### src/hdl/assert_macros.svh
// ----------------------------------------------------------------------------
// Assertion macros
// Shared concurrent assertion helpers; empty when SYNTHESIS is defined.
// ----------------------------------------------------------------------------
`ifndef ASSERT_MACROS_SVH
`define ASSERT_MACROS_SVH

`ifndef SYNTHESIS

// Check that expr holds at every clock edge outside reset.
`define ASSERT_ALWAYS(label, clk, rst, expr) \
   label: assert property (@(posedge clk) disable iff (rst) (expr)) \
      else $error("assertion failed");

// Check that cons holds in the same cycle whenever ante holds.
`define ASSERT_IMPLY(label, clk, rst, ante, cons) \
   label: assert property (@(posedge clk) disable iff (rst) (ante) |-> (cons)) \
      else $error("assertion failed");

// Check that cons holds in the cycle after ante holds.
`define ASSERT_NEXT(label, clk, rst, ante, cons) \
   label: assert property (@(posedge clk) disable iff (rst) (ante) |=> (cons)) \
      else $error("assertion failed");

`else

`define ASSERT_ALWAYS(label, clk, rst, expr)
`define ASSERT_IMPLY(label, clk, rst, ante, cons)
`define ASSERT_NEXT(label, clk, rst, ante, cons)

`endif

`endif

### src/hdl/dtdn_pkg.sv
// ----------------------------------------------------------------------------
// Date to day number package
// Widths, calendar constants, month tables and shared types.
// ----------------------------------------------------------------------------
package dtdn_pkg;

   localparam int DAY_W     = 5;
   localparam int MONTH_W   = 4;
   localparam int YEAR_W    = 14;
   localparam int COUNT_W   = 22;
   localparam int WIDE_W    = 23;   // unsaturated day count
   localparam int WDAY_W    = 3;
   localparam int LEAPS_W   = 12;
   localparam int BEFORE_W  = 9;
   localparam int Q4_W      = YEAR_W - 2;
   localparam int CENT_W    = 8;

   localparam int EPOCH_YEAR_INT = 1800;
   localparam logic [YEAR_W-1:0] EPOCH_YEAR = YEAR_W'(EPOCH_YEAR_INT);

   // Leap days counted from year 1 up to the epoch year.
   localparam int LEAP_BASE_INT = (EPOCH_YEAR_INT - 1) / 4 - (EPOCH_YEAR_INT - 1) / 100
                                + (EPOCH_YEAR_INT - 1) / 400;

   localparam logic [WIDE_W-1:0] DAYS_PER_YEAR = WIDE_W'(365);

   // (y / 4) / 25 as a reciprocal multiply, exact for every 12-bit quotient
   localparam int DIV25_MUL   = 1311;
   localparam int DIV25_SHIFT = 15;
   localparam int DIV25_PROD_W = Q4_W + 11;

   localparam logic [MONTH_W-1:0] MONTH_JAN = MONTH_W'(1);
   localparam logic [MONTH_W-1:0] MONTH_FEB = MONTH_W'(2);
   localparam logic [MONTH_W-1:0] MONTH_DEC = MONTH_W'(12);
   localparam logic [DAY_W-1:0]   LEAP_FEB_DAYS = DAY_W'(29);

   localparam logic [WDAY_W-1:0]  RESET_WEEKDAY = WDAY_W'(3);

   typedef struct packed {
      logic                leap;
      logic [LEAPS_W-1:0]  leap_days;   // leap days since 1 January of the epoch year
   } year_info_type;

   // Days in a month of a common year, zero for a code that is no month.
   function automatic logic [DAY_W-1:0] month_length(input logic [MONTH_W-1:0] month);
      logic [DAY_W-1:0] len;
      case (month)
         4'd1, 4'd3, 4'd5, 4'd7, 4'd8, 4'd10, 4'd12: len = DAY_W'(31);
         4'd4, 4'd6, 4'd9, 4'd11:                    len = DAY_W'(30);
         4'd2:                                       len = DAY_W'(28);
         default:                                    len = '0;
      endcase
      return len;
   endfunction

   // Days of a common year before the first of the month.
   function automatic logic [BEFORE_W-1:0] days_before_month(input logic [MONTH_W-1:0] month);
      logic [BEFORE_W-1:0] days;
      case (month)
         4'd2:    days = BEFORE_W'(31);
         4'd3:    days = BEFORE_W'(59);
         4'd4:    days = BEFORE_W'(90);
         4'd5:    days = BEFORE_W'(120);
         4'd6:    days = BEFORE_W'(151);
         4'd7:    days = BEFORE_W'(181);
         4'd8:    days = BEFORE_W'(212);
         4'd9:    days = BEFORE_W'(243);
         4'd10:   days = BEFORE_W'(273);
         4'd11:   days = BEFORE_W'(304);
         4'd12:   days = BEFORE_W'(334);
         default: days = '0;
      endcase
      return days;
   endfunction

   // Remainder by 7 of a small value (below 28).
   function automatic logic [WDAY_W-1:0] mod7_small(input logic [4:0] value);
      logic [4:0] rem;
      if (value >= 5'd21) begin
         rem = value - 5'd21;
      end else if (value >= 5'd14) begin
         rem = value - 5'd14;
      end else if (value >= 5'd7) begin
         rem = value - 5'd7;
      end else begin
         rem = value;
      end
      return rem[WDAY_W-1:0];
   endfunction

endpackage

### src/hdl/dtdn_year_info.sv
// ----------------------------------------------------------------------------
// Year information
// Leap flag of a year and the leap days between the epoch and its January 1.
// ----------------------------------------------------------------------------
module dtdn_year_info (
   input  logic [dtdn_pkg::YEAR_W-1:0] year,
   output dtdn_pkg::year_info_type     info
);

   logic [dtdn_pkg::Q4_W-1:0]         q4;
   logic [dtdn_pkg::DIV25_PROD_W-1:0] prod;
   logic [dtdn_pkg::CENT_W-1:0]       cent;
   logic [dtdn_pkg::Q4_W-1:0]         rem25;
   logic                              div4;
   logic                              div100;
   logic                              div400;
   logic [dtdn_pkg::LEAPS_W:0]        leaps;

   assign q4   = year[dtdn_pkg::YEAR_W-1:2];
   // year / 100 = (year / 4) / 25
   assign prod = dtdn_pkg::DIV25_PROD_W'(q4) * dtdn_pkg::DIV25_PROD_W'(dtdn_pkg::DIV25_MUL);
   assign cent = prod[dtdn_pkg::DIV25_SHIFT +: dtdn_pkg::CENT_W];
   assign rem25 = q4 - dtdn_pkg::Q4_W'(dtdn_pkg::Q4_W'(cent) * dtdn_pkg::Q4_W'(25));

   assign div4   = (year[1:0] == 2'b00);
   assign div100 = div4 && (rem25 == '0);
   assign div400 = div100 && (cent[1:0] == 2'b00);

   // Counts for year-1 differ from those for year only when year is a multiple.
   always_comb begin
      leaps = (dtdn_pkg::LEAPS_W+1)'(q4) - (dtdn_pkg::LEAPS_W+1)'(div4)
            - (dtdn_pkg::LEAPS_W+1)'(cent) + (dtdn_pkg::LEAPS_W+1)'(div100)
            + (dtdn_pkg::LEAPS_W+1)'(cent[dtdn_pkg::CENT_W-1:2])
            - (dtdn_pkg::LEAPS_W+1)'(div400)
            - (dtdn_pkg::LEAPS_W+1)'(dtdn_pkg::LEAP_BASE_INT);
      info.leap      = (div4 && !div100) || div400;
      info.leap_days = leaps[dtdn_pkg::LEAPS_W-1:0];
   end

endmodule

### src/hdl/date_to_day_number.sv
// ----------------------------------------------------------------------------
// Date to day number
// Checks a Gregorian date and returns its day number and weekday.
// ----------------------------------------------------------------------------
// Usage:
//   req_* carries one date per beat; rsp_* returns one result per date, in
//   order. csr_wr_en/csr_wr_data set the weekday of 1 January 1800
//   (1=Monday .. 7=Sunday); write it only while no date is in flight.
//   A date before 1800, a month outside 1..12, a zero day or a day past the
//   month's end gives rsp_tuser=0 with zero data.
//   From the edge that accepts a request beat to rsp_tvalid a date passes
//   an input register, a stage for the year split (one 12x11
//   reciprocal multiply for the century) and the date checks, a stage for
//   the day count sum, and an output stage for saturation and the weekday.
//   Throughput is one date per cycle while rsp_tready stays high. When the
//   receiver stalls, the four stages fill up and req_tready drops once all
//   of them hold a beat; each stage advances as soon as the one after it
//   frees up. Reset empties the pipeline and sets the epoch weekday to Wednesday.
// ----------------------------------------------------------------------------
`include "assert_macros.svh"

module date_to_day_number (
   input  logic        clock,
   input  logic        reset,
   input  logic        req_tvalid,
   output logic        req_tready,
   input  logic [23:0] req_tdata,    // day_of_month[4:0], month_number[8:5], year_number[22:9]
   output logic        rsp_tvalid,
   input  logic        rsp_tready,
   output logic [31:0] rsp_tdata,    // day_count[21:0], weekday[24:22]
   output logic        rsp_tuser,    // date_valid
   input  logic        csr_wr_en,
   input  logic [2:0]  csr_wr_data   // epoch_weekday
);

   logic [dtdn_pkg::WDAY_W-1:0]   epoch_wday_ff;

   logic                          s0_valid_ff;
   logic [dtdn_pkg::DAY_W-1:0]    s0_day_ff;
   logic [dtdn_pkg::MONTH_W-1:0]  s0_month_ff;
   logic [dtdn_pkg::YEAR_W-1:0]   s0_year_ff;

   logic                          s1_valid_ff;
   logic                          s1_ok_ff,     s1_ok_in;
   logic [dtdn_pkg::YEAR_W-1:0]   s1_years_ff,  s1_years_in;
   logic [dtdn_pkg::LEAPS_W-1:0]  s1_leaps_ff;
   logic [dtdn_pkg::BEFORE_W-1:0] s1_before_ff, s1_before_in;
   logic [dtdn_pkg::DAY_W-1:0]    s1_day_ff,    s1_day_in;

   logic                          s2_valid_ff;
   logic                          s2_ok_ff;
   logic [dtdn_pkg::WIDE_W-1:0]   s2_count_ff,  s2_count_in;

   logic                          s3_valid_ff;
   logic                          s3_ok_ff;
   logic [dtdn_pkg::COUNT_W-1:0]  s3_count_ff,  s3_count_in;
   logic [dtdn_pkg::WDAY_W-1:0]   s3_wday_ff,   s3_wday_in;

   logic                          adv0, adv1, adv2, adv3;
   dtdn_pkg::year_info_type       yinfo;
   logic [dtdn_pkg::DAY_W-1:0]    limit;
   logic [dtdn_pkg::WIDE_W:0]     count_octal;
   logic [5:0]                    digit_sum;
   logic [3:0]                    fold;

   // Advance a stage when it is empty or the next one moves on.
   assign adv3 = !s3_valid_ff || rsp_tready;
   assign adv2 = !s2_valid_ff || adv3;
   assign adv1 = !s1_valid_ff || adv2;
   assign adv0 = !s0_valid_ff || adv1;
   assign req_tready = adv0;

   always_ff @(posedge clock) begin
      if (reset) begin
         epoch_wday_ff <= dtdn_pkg::RESET_WEEKDAY;
         s0_valid_ff   <= 1'b0;
         s1_valid_ff   <= 1'b0;
         s2_valid_ff   <= 1'b0;
         s3_valid_ff   <= 1'b0;
      end else begin
         if (csr_wr_en) begin
            epoch_wday_ff <= csr_wr_data;
         end
         if (adv0) begin
            s0_valid_ff <= req_tvalid;
         end
         if (adv1) begin
            s1_valid_ff <= s0_valid_ff;
         end
         if (adv2) begin
            s2_valid_ff <= s1_valid_ff;
         end
         if (adv3) begin
            s3_valid_ff <= s2_valid_ff;
         end
      end
   end

   // Stage 0: input register
   always_ff @(posedge clock) begin
      if (adv0) begin
         s0_day_ff   <= req_tdata[4:0];
         s0_month_ff <= req_tdata[8:5];
         s0_year_ff  <= req_tdata[22:9];
      end
   end

   // Stage 1: year split and date checks
   dtdn_year_info u_year_info (
      .year (s0_year_ff),
      .info (yinfo)
   );

   always_comb begin
      limit = dtdn_pkg::month_length(s0_month_ff);
      if (s0_month_ff == dtdn_pkg::MONTH_FEB && yinfo.leap) begin
         limit = dtdn_pkg::LEAP_FEB_DAYS;
      end
      s1_ok_in = (s0_year_ff >= dtdn_pkg::EPOCH_YEAR)
              && (s0_month_ff >= dtdn_pkg::MONTH_JAN) && (s0_month_ff <= dtdn_pkg::MONTH_DEC)
              && (s0_day_ff != '0) && (s0_day_ff <= limit);
      s1_years_in  = s0_year_ff - dtdn_pkg::EPOCH_YEAR;
      s1_before_in = dtdn_pkg::days_before_month(s0_month_ff)
                   + dtdn_pkg::BEFORE_W'(yinfo.leap && (s0_month_ff > dtdn_pkg::MONTH_FEB));
      s1_day_in    = s0_day_ff - dtdn_pkg::DAY_W'(1);
   end

   always_ff @(posedge clock) begin
      if (adv1) begin
         s1_ok_ff     <= s1_ok_in;
         s1_years_ff  <= s1_years_in;
         s1_leaps_ff  <= yinfo.leap_days;
         s1_before_ff <= s1_before_in;
         s1_day_ff    <= s1_day_in;
      end
   end

   // Stage 2: day count
   assign s2_count_in = dtdn_pkg::WIDE_W'(s1_years_ff) * dtdn_pkg::DAYS_PER_YEAR
                      + dtdn_pkg::WIDE_W'(s1_leaps_ff)
                      + dtdn_pkg::WIDE_W'(s1_before_ff)
                      + dtdn_pkg::WIDE_W'(s1_day_ff);

   always_ff @(posedge clock) begin
      if (adv2) begin
         s2_ok_ff    <= s1_ok_ff;
         s2_count_ff <= s2_count_in;
      end
   end

   // Stage 3: saturate and find the weekday; 8 == 1 mod 7, so sum octal digits
   always_comb begin
      count_octal = {1'b0, s2_count_ff};
      digit_sum = '0;
      for (int i = 0; i < 8; i++) begin
         digit_sum = digit_sum + 6'(count_octal[3*i +: 3]);
      end
      fold = 4'(digit_sum[2:0]) + 4'(digit_sum[5:3]);
      s3_wday_in = dtdn_pkg::mod7_small(5'(fold) + 5'(epoch_wday_ff) + 5'd6)
                 + dtdn_pkg::WDAY_W'(1);
      if (s2_count_ff[dtdn_pkg::WIDE_W-1]) begin
         s3_count_in = '1;
      end else begin
         s3_count_in = s2_count_ff[dtdn_pkg::COUNT_W-1:0];
      end
      if (!s2_ok_ff) begin
         s3_count_in = '0;
         s3_wday_in  = '0;
      end
   end

   always_ff @(posedge clock) begin
      if (adv3) begin
         s3_ok_ff    <= s2_ok_ff;
         s3_count_ff <= s3_count_in;
         s3_wday_ff  <= s3_wday_in;
      end
   end

   assign rsp_tvalid = s3_valid_ff;
   assign rsp_tuser  = s3_ok_ff;
   assign rsp_tdata  = {7'd0, s3_wday_ff, s3_count_ff};

   `ASSERT_IMPLY(a_invalid_zero, clock, reset, rsp_tvalid && !rsp_tuser, rsp_tdata == '0)
   `ASSERT_IMPLY(a_valid_weekday, clock, reset, rsp_tvalid && rsp_tuser,
                 rsp_tdata[24:22] != 3'd0)
   `ASSERT_NEXT(a_stage1_hold, clock, reset, s1_valid_ff && !adv2,
                s1_valid_ff && $stable(s1_years_ff) && $stable(s1_ok_ff))
   `ASSERT_IMPLY(a_ready_when_drained, clock, reset, rsp_tready, req_tready)

endmodule
### config.mk
export PLATFORM = sky130hd
export DESIGN_NAME = date_to_day_number
export DESIGN_NICKNAME = d
export VERILOG_FILES = /design/src/hdl/dtdn_pkg.sv /design/src/hdl/dtdn_year_info.sv /design/src/hdl/date_to_day_number.sv
export VERILOG_INCLUDE_DIRS = /design/src /design/src/hdl
export SDC_FILE = /design/constraint.sdc
export NUM_CORES = 1
export LEC_CHECK = 0
export ABC_CLOCK_PERIOD_IN_PS = 12200
export BUFFER_PORTS_ARGS = -buffer_cell sky130_fd_sc_hd__buf_2
export CAP_MARGIN = 20
export CORE_ASPECT_RATIO = 1.2
export CORE_MARGIN = 5
export CORE_UTILIZATION = 40
export DETAILED_ROUTE_END_ITERATION = 8
export SLEW_MARGIN = 20
export SYNTH_ARGS = -nofsm -noshare
export SYNTH_HDL_FRONTEND = slang
export SYNTH_SLANG_ARGS = --single-unit
### constraint.sdc
create_clock -name clock -period 12.2 [get_ports clock]
set_input_delay 2.44 -clock clock [delete_from_list [all_inputs] [get_ports clock]]
set_output_delay 2.44 -clock clock [all_outputs]
set_load 0.01 [all_outputs]
## Word-level counts from Yosys, hierarchy flattened

Memories as Yosys holds them, arrays and structs flattened. A register that Yosys moved wholly into a read port is not among the register bits.
Index checks and enable logic that the tools add are counted.

- Register bits: 121
- Latch bits: 0
- Memory bits (writable): 0
- ROM bits: 224
- Output and inout bits: 35
- Memories: 2

Memory list:

| name | words | width | read ports | clocked after Yosys merged registers in | write ports | RTL line | text |
|---|---|---|---|---|---|---|---|
| (name not given) | 16 | 9 | 1 | 1 | 0 | dtdn_pkg.sv:59 | `case (month)` |
| (name not given) | 16 | 5 | 1 | 1 | 0 | dtdn_pkg.sv:47 | `case (month)` |

- Add/subtract/negate cells: 27
- Multiply operators: 3
- Div/mod/pow operators: 0
- Order comparisons: 8
- Equality and inequality tests: 1
- Shift-type cells: 0
- Mux-type cells: 7
- Bitwise gates (word level): 0
- Reductions and logical operators: 23

Operators with widths:

| cell | count |
|---|---|
| $sub 12x1->12 | 2 |
| $add 23x12->23 | 1 |
| $add 23x5->23 | 1 |
| $add 23x9->23 | 1 |
| $mul 12x11->23 const B | 1 |
| $mul 14x9->23 const B | 1 |
| $mux 22 | 1 |
| $add 6x3->6 | 3 |
| $ge 14x11->1 const B | 1 |
| $sub 14x11->14 const B | 1 |
| $add 12x1->12 | 1 |
| $add 12x6->12 | 1 |
| $logic_not 12->1 | 1 |
| $mul 8x5->12 const B | 1 |
| $sub 12x12->12 | 1 |
| $sub 12x8->12 | 1 |
| $sub 12x9->12 const B | 1 |
| $add 4x3->5 | 2 |
| $add 9x1->9 | 1 |
| $logic_and 1x1->1 | 9 |
| $mux 3 | 3 |
| $sub 3x3->3 const B | 3 |
| $add 3x3->4 | 2 |
| $mux 4 | 2 |
| other kinds (18) | 27 |

## Longest topological paths before layout

- Word-level depth: 15
- Depth in mapped cells: 51

## Modules after synthesis

A second synthesis with hierarchy kept.

- Cell total of the unflattened synthesis: 1,295
- Area, all modules: 14,064.7 um^2

By module, submodules not included:

| module | times used | cells an instance | area each (um^2) | seq. area each (um^2) |
|---|---|---|---|---|
| date_to_day_number | 1 | 776 | 9,434.0 | 3,803.6 |
| dtdn_year_info | 1 | 519 | 4,630.7 | 0.0 |

## Least setup slack after synthesis

Ideal clock, no wire load.

- Path type: register -> register
- From: reg s0_year_ff[11] in the netlist's numbering
- To: reg s1_leaps_ff[11] in the netlist's numbering, data pin
- Library setup time: 258 ps
- Arrival time: 11,409 ps
- Data required time: 11,942 ps
- Slack: 533 ps
- Stages on the path, launching flop included: 49
- Path buffers: 0
- Cells stage by stage: edfxtp_1 fa_1 ha_1 inv_1 fa_1 inv_1 fa_1 inv_1 fa_1 inv_1 ha_1 a21o_1 a21o_1 a221oi_1 a21boi_0 o21a_1 o21a_1 o21ai_0 [13 not listed] nor3_1 o221ai_1 nor3_2 ha_1 xor2_1 ha_1 o21bai_1 fa_1 ha_1 a21o_1 a21oi_1 o21bai_1 a21oi_1 o21bai_1 a21oi_1 o31ai_1 a221o_1 xnor2_1

RTL lines:

| item | RTL line | text |
|---|---|---|
| start: declaration | date_to_day_number.sv:41 | `logic [dtdn_pkg::YEAR_W-1:0] s0_year_ff;` |
| start signal: assignment | date_to_day_number.sv:104 | `s0_year_ff <= req_tdata[22:9];` |
| end signal: assignment | date_to_day_number.sv:132 | `s1_leaps_ff <= yinfo.leap_days;` |
| end: declaration | date_to_day_number.sv:46 | `logic [dtdn_pkg::LEAPS_W-1:0] s1_leaps_ff;` |

==> summary.txt <==
STA
  – Hold slack final: 0.449 ns
  – Clk_skew: 0.0132 ns
  – Slew headroom: 34.5%
  – Maximum clock frequency: 85.9 MHz
  – Max-slew violations: 0
  – Period minus WS final: 11.65 ns
  – Final Hold Fails: 0
  – Worst Tran Pin Value: 0.970 ns
  – Setup-failing EPs final: 0
  – Final period utilization: 95.5%

Synthesis
  – Mapped Area: 13900 um^2
  – Xor-xnor portion of the synthesized cell area: 4.28%
  – Synth Area in Simple Gates: 5.21%
  – Sequential-to-total area share from yosys stat: 27.3%
  – Synth Flop Type: edfxtp_1
  – Yosys top cell by area: edfxtp_1
  – Yosys top cell area share: 24.6%
  – Cells after synthesis: 1260
  – Post-synth EDFFs: 114
  – Largest family of logic cells by synthesized area: adder cells
  – Ranking of synthesized cells by area: edfxtp_1 25%, ha_1 23%, fa_1 22%, inv_1 8.3%, xnor2_1 3.0%
  – Adder-cell share of the synthesized area: 44.8%
  – Syn_area_per_cell: 11.0 um^2
  – Synth Area in Compound Gates: 8.31%
  – Post-synthesis mux area share: 1.15%
  – Library cells used by synthesis: 63
  – Async SR Flop Fraction: 0%
  – Yosys warns: 0
  – Synth Register Bits: 133

Clocking
  – Clock slew at reported path FFs: 0.07 ns
  – CTS tree: yes
  – Total CTS buffers: 17
  – Clk buf depth: 2
  – Skew-Pair Late Insertion Delay: 0.43 ns
  – Number of hold buffers added after cts: 0
  – CTS H-tree lvls: 4
  – CTS sink count: 133
  – CTS root buf: clkbuf_16

Global routing
  – Initial antenna violation count: 0
  – GRT overflow: 0
  – Vias in the first global route: 9370
  – Maximum number of pins on one net before global-route repair: 43
  – GR Util All Layers: 14.1%
  – First-pass GRT wire length: 44900 um

Worst hold path
  – Hold WC Path Type: reg -> reg

Worst setup path
  – WS Path Type: reg -> reg
  – Crit Path Max Fanout: 5
  – CP required: 12.36 ns
  – Startpoint Class: flop
  – Worst setup EP type: flop
  – Worst EP arrival: 11.81 ns
  – R2R setup slack: 0.55 ns
  – Most used cell along the critical path: fa_1
  – Crit-path max cell delay: 0.56 ns
  – Critical path's slowest cell: fa_1

Place
  – Port Buffers: 58
  – Final HPWL DP: 22500 um
  – GPL Wtd Cong: 0.830

Finish
  – Area Growth Syn to Fin: 14.5%
  – Share of post-route cells with drive strength above 1: 13.6%
  – Layout net count: 1834
  – N_diodes: 0
  – Commonest non-fill, non-tap cell in the layout: inv_1
  – Commonest cells after routing, fill and taps aside: 307 x inv_1, 254 x ha_1, 150 x fa_1, 114 x edfxtp_1, 68 x buf_4

Floorplanning
  – Die height: 214 um
  – Core Box Area: 34200 um^2
  – Initial Util: 40.7%
  – Core Rows: 74
  – Full die area: 38600 um^2
  – Die W: 180 um
  – Ports: 67

Routing
  – Via density: 4.70
  – Router iterations before antenna repair: 4
  – Iter 0 DRT Violations: 302
  – Routed vias: 8762
  – WL/cell: 13.9 um
  – Routed wire length: 25900 um
  – Number of remaining DRC errors: 0
  – Post-DRT Antenna Nets: 0

Job
  – Max_cap viols: 0

Run status
  – Status: finished, final reports clean
## worst max-delay path: cells and delay by family, from the launching register on
kind,cells,cell delay (ns)
adders and majority gates,14,5.40
AOI/OAI and AO/OA,19,3.03
and+or+nand+nor,5,1.38
buffers and inverters,7,0.76
DFF,1,0.46
xor gates and xnor gates,3,0.35
## per-layer routing
layer  vias up  track usage (%)  wire length [um]  share of wire (%)
met2        94             26.1             13700                 53
met1      4239             17.6             11300                 44
met3        13             1.97               640                2.5
li1       4416                -                 -                  -
met5         -                0                 0                  0
met4         0             3.10               244               0.94
## worst paths after layout
kind | cells after the start | end | startpoint
setup / recovery | 48 | s1_leaps_ff[11]$_DFFE_PP_ | s0_year_ff[11]$_DFFE_PN_
hold / removal | 2 | s1_valid_ff$_SDFFE_PP0P_ | s0_valid_ff$_SDFFE_PP0N_
setup reg to reg | 48 | s1_leaps_ff[11]$_DFFE_PP_ | s0_year_ff[11]$_DFFE_PN_
hold reg to reg | 2 | s1_valid_ff$_SDFFE_PP0P_ | s0_valid_ff$_SDFFE_PP0N_
## stage by stage
| stage | cells | setup TNS [ns] | worst slack [ns] | area (um^2) | utilization (%) |
|---|---|---|---|---|---|
| global placement | 1829 | 0 | 0.0414 | 15200 | 44.5 |
| global route | 1864 | -0.0620 | -0.0449 | 15900 | 46.6 |
| CTS | 1861 | 0 | 0.00751 | 15800 | 46.3 |
| finish | 1864 | 0 | 0.552 | 15900 | 46.6 |
| floorplan | 1266 | 0 | 0.533 | 13900 | - |
| detailed placement | 1829 | -0.0971 | -0.0959 | 15200 | 44.5 |
## Yosys cell counts, drive strengths merged, types with 11 or more instances
cell,n
a21o,16
a21oi,40
dfxtp,19
edfxtp,114
fa,151
ha,256
inv,307
nand2,38
nor2,33
nor3,17
o21a,29
o21ai,19
o21bai,11
xnor2,47
xor2,21
## cells by family (layout without fill, tap and decap cells)
logic type | after synthesis | after routing
AND/OR/NAND/NOR | 146 | 146
flip-flops | 133 | 133
adder cells (fa/ha/maj) | 407 | 407
XOR/XNOR | 68 | 68
multiplexers | 15 | 15
buffers and inverters | 323 | 465
other | 1 | 7
AO/OA/AOI/OAI | 167 | 167
## what timing repair did
| action | 4_1_cts | 5_1_grt |
|---|---|---|
| setup endpoints to repair | 2 | 5 |
| setup buffers | 0 | 3 |
| resized for setup | 3 | 16 |
| pin swaps | 0 | 8 |
## final cells by class
class / count / area, um^2
inverters: 307 / 1150
well taps: 456 / 571
clock buffers: 18 / 450
multi-input cells: 810 / 8970
flip-flops and latches: 133 / 3800
fillers: 3198 / 18200
clock inverters: 14 / 171
repair buffers: 126 / 801
## registers in the layout (all words and copies together) (netlist names), named ones only
register,flops
s2_count_ff,23
s3_count_ff,22
s0_year_ff,14
s1_years_ff,14
s1_leaps_ff,12
s1_before_ff,9
s0_day_ff,5
s1_day_ff,5
s0_month_ff,4
epoch_wday_ff,3
s3_wday_ff,3
rsp_tuser,1
rsp_tvalid,1
s0_valid_ff,1
s1_ok_ff,1
s1_valid_ff,1
s2_ok_ff,1
s2_valid_ff,1
Power is not shown: default switching activity piles up to over one toggle a cycle in this logic, so the estimate is an artifact.
